File: config.mk
export PLATFORM = sky130hd
export DESIGN_NAME = ycbcr_to_rgb_converter_top
export DESIGN_NICKNAME = d
export VERILOG_FILES = /design/src/ycc_pkg.sv /design/src/ycc_core.sv /design/src/ycbcr_to_rgb_converter_top.sv
export SDC_FILE = /design/constraint.sdc
export NUM_CORES = 1
export LEC_CHECK = 0
export BUFFER_PORTS_ARGS = -buffer_cell sky130_fd_sc_hd__buf_4
export CORE_ASPECT_RATIO = 0.6
export CORE_MARGIN = 2
export CORE_UTILIZATION = 55
export CTS_CLUSTER_SIZE = 28
export DETAILED_ROUTE_END_ITERATION = 6
export HOLD_SLACK_MARGIN = 0.12
export PLACE_DENSITY = 0.72
export SLEW_MARGIN = 40
export SYNTH_ARGS = -nofsm -noshare
export SYNTH_HDL_FRONTEND = slang
export SYNTH_SLANG_ARGS = --single-unit
File: constraint.sdc
create_clock -name clk -period 6.8 [get_ports clk]
set_clock_uncertainty 0.2 [all_clocks]
set_input_delay 0.68 -clock clk [delete_from_list [all_inputs] [get_ports clk]]
set_output_delay 0.68 -clock clk [all_outputs]
set_load 0.1 [all_outputs]
File: src/ycc_pkg.sv
// Shared types, constants and helpers for the YCbCr to RGB converter.
`timescale 1ns / 1ps

package ycc_pkg;

  // Register indexes of the configuration port
  localparam logic REG_MATRIX_SELECT = 1'b0;
  localparam logic REG_RANGE_SELECT  = 1'b1;

  // Matrix codes
  localparam logic MATRIX_BT601 = 1'b0;
  localparam logic MATRIX_BT709 = 1'b1;

  // Range codes
  localparam logic RANGE_FULL  = 1'b0;
  localparam logic RANGE_VIDEO = 1'b1;

  localparam int SAMPLE_W = 8;
  localparam int GAIN_W   = 11;
  localparam int COEF_W   = 12;
  localparam int PROD_W   = 20;
  localparam int SUM_W    = 21;
  localparam int FRAC_W   = 10;

  // Luma offset and gains, 10 fractional bits
  localparam logic [SAMPLE_W:0] LUMA_OFFSET     = 9'd16;
  localparam logic [GAIN_W-1:0] VIDEO_LUMA_GAIN = 11'd1192;
  localparam logic [GAIN_W-1:0] FULL_LUMA_GAIN  = 11'd1024;

  // BT.601 coefficients
  localparam logic [COEF_W-1:0] BT601_CR_R = 12'd1634;
  localparam logic [COEF_W-1:0] BT601_CB_G = 12'd401;
  localparam logic [COEF_W-1:0] BT601_CR_G = 12'd832;
  localparam logic [COEF_W-1:0] BT601_CB_B = 12'd2066;

  // BT.709 coefficients
  localparam logic [COEF_W-1:0] BT709_CR_R = 12'd1836;
  localparam logic [COEF_W-1:0] BT709_CB_G = 12'd218;
  localparam logic [COEF_W-1:0] BT709_CR_G = 12'd546;
  localparam logic [COEF_W-1:0] BT709_CB_B = 12'd2164;

  localparam logic signed [SUM_W-1:0] ROUND_HALF = 21'sd512;

  typedef struct packed {
    logic matrix_select;
    logic range_select;
  } cfg_t;

  // Floor-shift a rounded sum by the fraction width and saturate to 0..255
  function automatic logic [SAMPLE_W-1:0] clamp_u8(input logic signed [SUM_W-1:0] s);
    logic [SAMPLE_W-1:0] res;
    begin
      if (s[SUM_W-1]) begin
        res = '0;
      end else if (s[SUM_W-2:FRAC_W+SAMPLE_W] != '0) begin
        res = '1;
      end else begin
        res = s[FRAC_W+SAMPLE_W-1:FRAC_W];
      end
      return res;
    end
  endfunction

endpackage

File: src/ycc_core.sv
// Four-stage conversion pipeline with per-stage valid and ready.
`timescale 1ns / 1ps

module ycc_core (
  input  logic                           clk,
  input  logic                           rst,
  input  ycc_pkg::cfg_t                  cfg,
  input  logic                           in_valid,
  output logic                           in_ready,
  input  logic [ycc_pkg::SAMPLE_W-1:0]   in_luma,
  input  logic [ycc_pkg::SAMPLE_W-1:0]   in_cb,
  input  logic [ycc_pkg::SAMPLE_W-1:0]   in_cr,
  output logic                           out_valid,
  input  logic                           out_ready,
  output logic [ycc_pkg::SAMPLE_W-1:0]   red,
  output logic [ycc_pkg::SAMPLE_W-1:0]   green,
  output logic [ycc_pkg::SAMPLE_W-1:0]   blue
);
  import ycc_pkg::*;

  logic v1, v2, v3, v4;
  logic rdy1, rdy2, rdy3, rdy4;

  // Stage 1 registers: centered operands and selected coefficients
  logic signed [SAMPLE_W:0]   y_ofs;
  logic        [GAIN_W-1:0]   gain;
  logic signed [SAMPLE_W-1:0] cb_c;
  logic signed [SAMPLE_W-1:0] cr_c;
  logic        [COEF_W-1:0]   k_r, k_gb, k_gr, k_b;

  // Stage 2 registers: products
  logic signed [PROD_W-1:0] lt, p_r, p_gb, p_gr, p_b;

  // Stage 3 registers: rounded sums
  logic signed [SUM_W-1:0] r_sum, g_sum, b_sum;

  // Full-width products
  logic signed [SAMPLE_W+GAIN_W+1:0]  lt_full;
  logic signed [SAMPLE_W+COEF_W:0]    p_r_full, p_gb_full, p_gr_full, p_b_full;

  // A stage loads when it is empty or the next stage takes its contents
  assign rdy4     = !v4 || out_ready;
  assign rdy3     = !v3 || rdy4;
  assign rdy2     = !v2 || rdy3;
  assign rdy1     = !v1 || rdy2;
  assign in_ready = rdy1;
  assign out_valid = v4;

  // Advance valid bits
  always_ff @(posedge clk) begin
    if (rst) begin
      v1 <= 1'b0;
      v2 <= 1'b0;
      v3 <= 1'b0;
      v4 <= 1'b0;
    end else begin
      if (rdy1) v1 <= in_valid;
      if (rdy2) v2 <= v1;
      if (rdy3) v3 <= v2;
      if (rdy4) v4 <= v3;
    end
  end

  // Stage 1: remove offsets, pick gain and matrix
  always_ff @(posedge clk) begin
    if (rdy1) begin
      if (cfg.range_select == RANGE_VIDEO) begin
        y_ofs <= $signed({1'b0, in_luma} - LUMA_OFFSET);
        gain  <= VIDEO_LUMA_GAIN;
      end else begin
        y_ofs <= $signed({1'b0, in_luma});
        gain  <= FULL_LUMA_GAIN;
      end
      // Subtracting 128 flips the top bit into a two's complement sign
      cb_c <= $signed({~in_cb[SAMPLE_W-1], in_cb[SAMPLE_W-2:0]});
      cr_c <= $signed({~in_cr[SAMPLE_W-1], in_cr[SAMPLE_W-2:0]});
      if (cfg.matrix_select == MATRIX_BT709) begin
        k_r  <= BT709_CR_R;
        k_gb <= BT709_CB_G;
        k_gr <= BT709_CR_G;
        k_b  <= BT709_CB_B;
      end else begin
        k_r  <= BT601_CR_R;
        k_gb <= BT601_CB_G;
        k_gr <= BT601_CR_G;
        k_b  <= BT601_CB_B;
      end
    end
  end

  // Stage 2: multiply
  assign lt_full   = y_ofs * $signed({1'b0, gain});
  assign p_r_full  = cr_c * $signed({1'b0, k_r});
  assign p_gb_full = cb_c * $signed({1'b0, k_gb});
  assign p_gr_full = cr_c * $signed({1'b0, k_gr});
  assign p_b_full  = cb_c * $signed({1'b0, k_b});

  always_ff @(posedge clk) begin
    if (rdy2) begin
      lt   <= lt_full[PROD_W-1:0];
      p_r  <= p_r_full[PROD_W-1:0];
      p_gb <= p_gb_full[PROD_W-1:0];
      p_gr <= p_gr_full[PROD_W-1:0];
      p_b  <= p_b_full[PROD_W-1:0];
    end
  end

  // Stage 3: accumulate with rounding half
  always_ff @(posedge clk) begin
    if (rdy3) begin
      r_sum <= {lt[PROD_W-1], lt} + {p_r[PROD_W-1], p_r} + ROUND_HALF;
      g_sum <= {lt[PROD_W-1], lt} - {p_gb[PROD_W-1], p_gb}
             - {p_gr[PROD_W-1], p_gr} + ROUND_HALF;
      b_sum <= {lt[PROD_W-1], lt} + {p_b[PROD_W-1], p_b} + ROUND_HALF;
    end
  end

  // Stage 4: shift, saturate and hold for the output transaction
  always_ff @(posedge clk) begin
    if (rdy4) begin
      red   <= clamp_u8(r_sum);
      green <= clamp_u8(g_sum);
      blue  <= clamp_u8(b_sum);
    end
  end

`ifndef SYNTHESIS
  // An empty output stage lets every upstream stage move
  assert property (@(posedge clk) disable iff (rst) !v4 |-> in_ready)
    else $error("input stalled with an empty output stage");

  // A full pipeline facing a stalled output takes nothing
  assert property (@(posedge clk) disable iff (rst)
    (v1 && v2 && v3 && v4 && !out_ready) |-> !in_ready)
    else $error("input taken while every stage is full and blocked");

  // An accepted transaction lands in stage 1
  assert property (@(posedge clk) disable iff (rst)
    (in_valid && in_ready) |=> v1)
    else $error("accepted transaction lost at stage 1");

  // A negative red sum saturates to zero
  assert property (@(posedge clk) disable iff (rst)
    (v3 && rdy4 && r_sum[SUM_W-1]) |=> (red == '0))
    else $error("negative red sum not clamped to zero");
`endif

endmodule

File: src/ycbcr_to_rgb_converter_top.sv
// Top level of the YCbCr to RGB converter: configuration registers and stream ports.
//
//   Channel  Dir  Handshake           Payload
//   s_*      in   s_tvalid/s_tready   s_tdata: luma, cb_sample, cr_sample
//   m_*      out  m_tvalid/m_tready   m_tdata: red, green, blue
//   cfg_*    in   cfg_we              cfg_index, cfg_data
//
// One pixel per clock sustained while m_tready is high; an accepted pixel
// passes the four pipeline stages (select, multiply, sum, saturate) to m_tdata,
// the first stage register loading at the edge of its s_* transaction. Reset
// clears the stage valid bits and loads BT.601 and video range. A stalled output
// fills empty stages first; input stops only when all four stages hold a pixel.
`timescale 1ns / 1ps

module ycbcr_to_rgb_converter_top (
  input  logic        clk,
  input  logic        rst,
  input  logic        s_tvalid,
  output logic        s_tready,
  input  logic [23:0] s_tdata,   // [7:0] luma, [15:8] cb_sample, [23:16] cr_sample
  output logic        m_tvalid,
  input  logic        m_tready,
  output logic [23:0] m_tdata,   // [7:0] red, [15:8] green, [23:16] blue
  input  logic        cfg_we,
  input  logic        cfg_index,
  input  logic        cfg_data
);
  import ycc_pkg::*;

  cfg_t cfg;
  logic [SAMPLE_W-1:0] red, green, blue;

  // Write configuration registers
  always_ff @(posedge clk) begin
    if (rst) begin
      cfg.matrix_select <= MATRIX_BT601;
      cfg.range_select  <= RANGE_VIDEO;
    end else if (cfg_we) begin
      case (cfg_index)
        REG_MATRIX_SELECT: cfg.matrix_select <= cfg_data;
        REG_RANGE_SELECT:  cfg.range_select  <= cfg_data;
        default: ;
      endcase
    end
  end

  ycc_core u_core (
    .clk       (clk),
    .rst       (rst),
    .cfg       (cfg),
    .in_valid  (s_tvalid),
    .in_ready  (s_tready),
    .in_luma   (s_tdata[7:0]),
    .in_cb     (s_tdata[15:8]),
    .in_cr     (s_tdata[23:16]),
    .out_valid (m_tvalid),
    .out_ready (m_tready),
    .red       (red),
    .green     (green),
    .blue      (blue)
  );

  assign m_tdata = {blue, green, red};

endmodule
==> impl_metrics.ini, run 1 <==
[timing]
finalCritPeriodShare_pct = 82.82
fin_tns_setup_ns = 0
finalHoldViolCount = 0
maxSlewViolCount = 0
max_freq_ghz = 0.1776
setup_viol = 0
rsz0062_at_grt = no
relSlewSlack_pct = 51.06
tightest_slew_ns = 0.7341
min_period_ns = 5.632

[layout]
layout-drive-gt1-share_pct = 6.731
fin_cells = 2058
nets = 2149
final_common_cell = ha_1
final_cell_mix = 350 x ha_1, 319 x inv_1, 174 x edfxtp_1
n_fill_cell = 2458
area_growth_pct = 8.832

[detailed_routing]
antenna_left = 0
drt_iter0_markers = 873
wl_met3_um = 3716
m1WireLength_um = 18790
first_pass_iters = 5
vias_per_cell = 5.320
wire_per_inst_um = 17.70
num_vias = 10948
drc = 0
wl_um = 36430
top_layer = met4
met2RoutedLength_um = 13460

[worst_setup_path]
reg2reg_from = u_core.cr_c[7]$_DFFE_PP_
required_ns = 6.78
path_max_fanout = 15
crit_top_cell = inv_1
reg2reg_depth = 20
arrival_ns = 5.61
critPathCaptureType = register
slowest_delay_ns = 0.49
critPathKind = reg -> reg
cp_slowest_cell = o311ai_0
crit_path_start_kind = register
crit_chain = buf_4, inv_1, nor2_1, xnor2_1, ha_1, inv_1, fa_1, inv_1, fa_1, inv_1, fa_1, inv_1, ha_1, o21a_1, o31a_1, o211a_1, o211ai_1, a21o_1, nand2_1, o311ai_0
r2r_setup_slack_ns = 1.17
r2r_end = u_core.p_r[19]$_DFFE_PP_

[logic_synthesis]
synth_seq_area_share_pct = 31.21
yosysUniqueCellTypes = 64
yosysWarnings = 0
synth_seq_cells = 180
synthFlopType = edfxtp_1
synth_edf_count = 174
synth_area_leaders = edfxtp_1 31%, ha_1 26%, fa_1 15%, inv_1 7.0%, xnor2_1 3.1%
postSynth.asyncResetShare_pct = 0
syn_avg_cell_area_um2 = 10.95
postSynthCellCount = 1564
synth_area_um2 = 17130
yosys.area.top_type = edfxtp_1
synth_top_cell_area_share_pct = 30.51

[die]
fp.dieH_um = 140.7
rows = 49
die_w_um = 231.8
start_util_pct = 56.55
num_io_pins = 57
core_um2 = 30290
dieArea_um2 = 32610

[global_route]
grt_pass1_vias = 10940
grt_overflow_total = 0
grt_use_total_pct = 23.90
grt_max_degree = 90
antenna_found_initial = 1
grt_pass1_wl_um = 59110

[cts]
clockBufferDepth = 2
cts_made_buffers = 17
clock_latency_ns = 0.45
post_cts_buffers = 0
cts_resized = 0
path_clk_slew_ns = 0.08
cts_tree = done
ctsHoldBuffers = 0
root_buffer = clkbuf_16
htree_levels = 4
clock_sinks = 180

[outcome]
status = finished, final reports clean

[worst_hold_path]
hp-start = s_tdata[11]
min_to = u_core.cb_c[3]$_DFFE_PP_
worstHoldPathType = in -> reg
min_path_cells = 1

[place]
port_buffers = 56
place_inst = 2024
place_congestion = 0.9719
dp_hpwl_um = 30700

[job]
max_cap_violations = 0

[power]
powerDensity_nw_per_um2 = 468.0
max-vdd-ir-drop_mv = 0.2836
power.leakage_nw = 9.439
## cell families (layout without fill, tap and decap cells)
family          count (synthesis)  after routing  share of synthesized area [%]
simple gates                  266            266                          7.518
fa+ha+maj                     482            482                          41.00
xor+xnor                       88             88                          4.500
mux                             2              2                         0.1169
flops                         180            180                          31.21
compound gates                212            212                          8.336
other cells                     2              4                        0.04385
buf+inv                       332            416                          7.276
## final cells by class
cell class / count / area, µm² / share of cell area, %
multi-input cells: 1053 / 10540 / 56.54
flip-flops and latches: 180 / 5345 / 28.68
inverters: 321 / 1206 / 6.471
well taps: 408 / 510.5 / 2.739
repair buffers: 63 / 483.0 / 2.591
clock buffers: 19 / 432.9 / 2.323
clock inverters: 13 / 120.1 / 0.6444
diodes: 1 / 2.502 / 0.01343
## cells in the mapped netlist, types with 9 or more instances
cell and number:
nor3_1 22, nand2_1 40, nor2_1 100, and3_1 9, o21ai_0 32, and2_1 33, edfxtp_1 174, nor2b_1 14
xnor2_1 60, a21oi_1 67, inv_1 321, nand2b_1 9, o21a_1 14, ha_1 350, fa_1 132, xor2_1 28
a21o_1 28, nand3_1 13
## worst max-delay path: cells and delay by family (launching register included)
kind	cells	cell delay (ns)
compound gates	6	1.52
xor+xnor	1	0.13
fa+ha+maj	5	2.02
buf+inv	6	0.69
flops	1	0.32
simple gates	2	0.48
## routing by layer
metal,vias to the layer above,global-route usage [%]
met5,-,0
met3,32,7.989
met2,378,31.22
met4,0,4.993
met1,5104,37.73
li1,5434,-
## worst max-delay path by stage
stage | from | to | depth (start not counted)
floorplan | u_core.cr_c[7]$_DFFE_PP_ | u_core.p_r[19]$_DFFE_PP_ | 20
global route | u_core.cr_c[7]$_DFFE_PP_ | u_core.p_r[19]$_DFFE_PP_ | 19
global placement | u_core.cr_c[7]$_DFFE_PP_ | u_core.p_r[19]$_DFFE_PP_ | 20
CTS | u_core.cb_c[7]$_DFFE_PP_ | u_core.p_b[19]$_DFFE_PP_ | 15
finish | u_core.cr_c[7]$_DFFE_PP_ | u_core.p_r[19]$_DFFE_PP_ | 20
detailed placement | u_core.cr_c[7]$_DFFE_PP_ | u_core.p_r[19]$_DFFE_PP_ | 20
## per-stage QoR
| stage | setup WS, ns | util (%) | instance area, µm² | power, mW | hold WS [ns] |
|---|---|---|---|---|---|
| floorplan | 1.695 | - | 17130 | 6.370 | 0.2082 |
| global placement | 1.224 | 59.65 | 18070 | 7.554 | 0.2384 |
| detailed placement | 1.257 | 59.66 | 18070 | 7.693 | 0.2507 |
| CTS | 1.221 | 61.49 | 18620 | 8.711 | 0.1744 |
| global route | 0.9032 | 61.53 | 18640 | 9.510 | 0.1728 |
| finish | 1.168 | 61.54 | 18640 | 8.724 | 0.1987 |
## where the power goes
part / leakage (nW) / switching [mW] / internal [mW]
Combinational: 7.27 / 3.35 / 2.25
Sequential: 1.91 / 0.224 / 1.96
Clock: 0.259 / 0.462 / 0.479
Total: 9.44 / 4.03 / 4.69
## registers in the layout, indices dropped and copies added, names as in the netlist, 9 cells and up
signal,count
u_core.b_sum,11
u_core.g_sum,11
u_core.lt,17
u_core.p_b,19
u_core.p_gb,17
u_core.p_gr,19
u_core.p_r,17
u_core.r_sum,11
u_core.y_ofs,9
Power figures use the tool's default switching activity.
==> inputs of run 2 (changes only) <==
--- a/config.mk
+++ b/config.mk
@@ -5,6 +5,7 @@
 export SDC_FILE = /design/constraint.sdc
 export NUM_CORES = 1
 export LEC_CHECK = 0
+export ABC_AREA = 1
 export BUFFER_PORTS_ARGS = -buffer_cell sky130_fd_sc_hd__buf_4
 export CORE_ASPECT_RATIO = 0.6
 export CORE_MARGIN = 2
@@ -12,7 +13,7 @@
 export CTS_CLUSTER_SIZE = 28
 export DETAILED_ROUTE_END_ITERATION = 6
 export HOLD_SLACK_MARGIN = 0.12
-export PLACE_DENSITY = 0.72
+export PLACE_DENSITY = 0.75
 export SLEW_MARGIN = 40
 export SYNTH_ARGS = -nofsm -noshare
 export SYNTH_HDL_FRONTEND = slang
==> constraint.sdc (replaced) <==
create_clock -name clk -period 4.65 [get_ports clk]
set_clock_uncertainty 0.2 [all_clocks]
set_input_delay 0.465 -clock clk [delete_from_list [all_inputs] [get_ports clk]]
set_output_delay 0.465 -clock clk [all_outputs]
set_load 0.1 [all_outputs]
==> run 2 against run 1 <==
Against the previous run: cell count rose by 26%; worst hold slack got worse by 0.055 ns; cell area rose by 11%; first-iteration DRC count rose by 50%; highest routed layer unchanged.
==> impl_metrics.ini, run 2 <==
[job]
max_cap_violations = 0

[layout]
post-route-cell-area_um2 = 20730
top_regs = u_core.p_b: 19 flops, u_core.p_gr: 19 flops
final_common_cell = inv_1
area_growth_pct = 12.84
final_cell_mix = 460 x inv_1, 347 x ha_1, 332 x nand2_1
nets = 2649
n_antenna_cell = 0
layout-drive-gt1-share_pct = 8.143

[logic_synthesis]
synth_top_cell_area_share_pct = 28.44
synth_edf_count = 174
synthFlopType = edfxtp_1
yosys.area.top_type = edfxtp_1
postSynthCellCount = 1994
syn_avg_cell_area_um2 = 9.215
synth_area_leaders = edfxtp_1 28%, ha_1 24%, fa_1 14%, inv_1 9.5%, nand2_1 6.9%
synthTopCellsByCount = 464 x inv_1, 350 x ha_1, 337 x nand2_1, 174 x edfxtp_1, 132 x fa_1
synth_seq_cells = 180
yosysUniqueCellTypes = 41
yosysWarnings = 0
postSynth.asyncResetShare_pct = 0
yosysMostFrequentCell = inv_1
synth_seq_area_share_pct = 29.09
synth_area_um2 = 18380

[cts]
htree_levels = 4
root_buffer = clkbuf_16
clock_latency_ns = 0.45
cts_made_buffers = 17
path_clk_slew_ns = 0.07
clockBufferDepth = 2
clock_sinks = 180
cts_tree = done

[timing]
setup_viol = 0
setup_slack_ns = 0.1359
finalCritPeriodShare_pct = 97.08
rsz0062_at_grt = yes
timing.hold.ws_ns = 0.1436
finalHoldViolCount = 0
min_period_ns = 4.514
maxSlewViolCount = 0
relSlewSlack_pct = 48.34
tightest_slew_ns = 0.7733
max_freq_ghz = 0.2215

[worst_setup_path]
arrival_ns = 4.51
critPathCaptureType = register
critPathKind = reg -> reg
required_ns = 4.65
crit_path_start_kind = register
path_max_fanout = 6

[place]
port_buffers = 56
post-place-ws_ns = -0.03500
place_congestion = 0.9750
placed_cell_area_um2 = 19650
dp_hpwl_um = 37670

[global_route]
antenna_found_initial = 0
grt_max_degree = 37
grt_use_total_pct = 26.52
grt_pass1_wl_um = 70590
grt_pass1_vias = 13262
grt_overflow_total = 0

[detailed_routing]
vias_per_cell = 5.280
drc = 0
wire_per_inst_um = 17.24
wl_um = 44820
first_pass_iters = 6
num_vias = 13722
drt_iter0_markers = 1309
antenna_left = 0

[die]
fp.dieH_um = 145.6
dieArea_um2 = 34930
num_io_pins = 57
start_util_pct = 56.24
rows = 51
core_um2 = 32670
die_w_um = 240.0

[outcome]
status = finished, final reports clean

[worst_hold_path]
worstHoldPathType = in -> reg
## run 2: changes by cell type in the layout (fill, tap and decap cells not counted), sizes merged, moves of 31 or more
cell and delta:
inv +144, nand2 +300, nand3 +71, buf +38
a21oi +61, xnor2 -38, and2 -31
## run 2: layout make-up
type / count / area, µm²
Sequential cell: 180 / 5345
Clock buffer: 18 / 429.2
Multi-Input combinational cell: 1343 / 11390
Fill cell: 2725 / 11940
Tap cell: 450 / 563.0
Clock inverter: 14 / 165.2
Timing Repair Buffer: 130 / 1092
Inverter: 464 / 1745
## run 2: per-layer routing
layer / track usage [%] / wire (µm)
met1: 40.59 / 22460
met2: 36.23 / 17330
met3: 9.067 / 4429
met4: 4.876 / 605
met5: 0 / 0
## run 2: kinds of logic after synthesis
kind of cell             count (synthesis)  share of synthesized area [%]
AO/OA/AOI/OAI                          220                          6.843
flip-flops                             180                          29.09
buffers and inverters                  472                          9.649
other                                    2                        0.04087
AND/OR/NAND/NOR                        565                          12.69
XOR/XNOR                                73                          3.479
adder cells (fa/ha/maj)                482                          38.21
## run 2: critical path, cell delays in order (launching register included)
cell and delay [ns]:
edfxtp_1 0.47, buf_4 0.18, nor2_1 0.15, ha_1 0.25, inv_1 0.13, fa_1 0.48
fa_1 0.45, inv_1 0.09, fa_1 0.42, ha_1 0.31, ha_1 0.37, a21oi_2 0.23
o21ai_0 0.16, a21oi_1 0.24, xnor2_1 0.12
## run 2: what timing repair did
item                       4_1_cts  5_1_grt
gates resized for setup          0       38
pin swaps                        0        4
setup buffers                    1        6
hold buffers                    30        0
setup endpoints to repair        5       33
hold endpoints to repair        29        0
## run 2: worst paths after layout
kind                                               start                         to  slack (ns)  cells past startpoint
worst min register to register    u_core.v1$_SDFFE_PP0P_     u_core.v2$_SDFFE_PP0P_        0.25                      2
worst min-delay path                          s_tdata[4]  u_core.y_ofs[4]$_DFFE_PP_        0.14                      2
worst max register to register  u_core.gain[5]$_DFFE_PP_    u_core.lt[15]$_DFFE_PP_        0.14                     14
worst max-delay path            u_core.gain[5]$_DFFE_PP_    u_core.lt[15]$_DFFE_PP_        0.14                     14
## run 2: stage by stage
| step | instances | utilization, % | TNS (ns) |
|---|---|---|---|
| 2_1_floorplan | 1995 | - | 0 |
| 3_3_place_gp | 2530 | 60.14 | 0 |
| 3_5_place_dp | 2530 | 60.14 | -0.06302 |
| 4_1_cts | 2593 | 62.91 | 0 |
| 5_1_grt | 2599 | 63.46 | -0.03838 |
| 6_report | 2599 | 63.46 | 0 |
Power of run 2 is not shown: default switching activity piles up to over one toggle a cycle in this logic, so the estimate is an artifact.
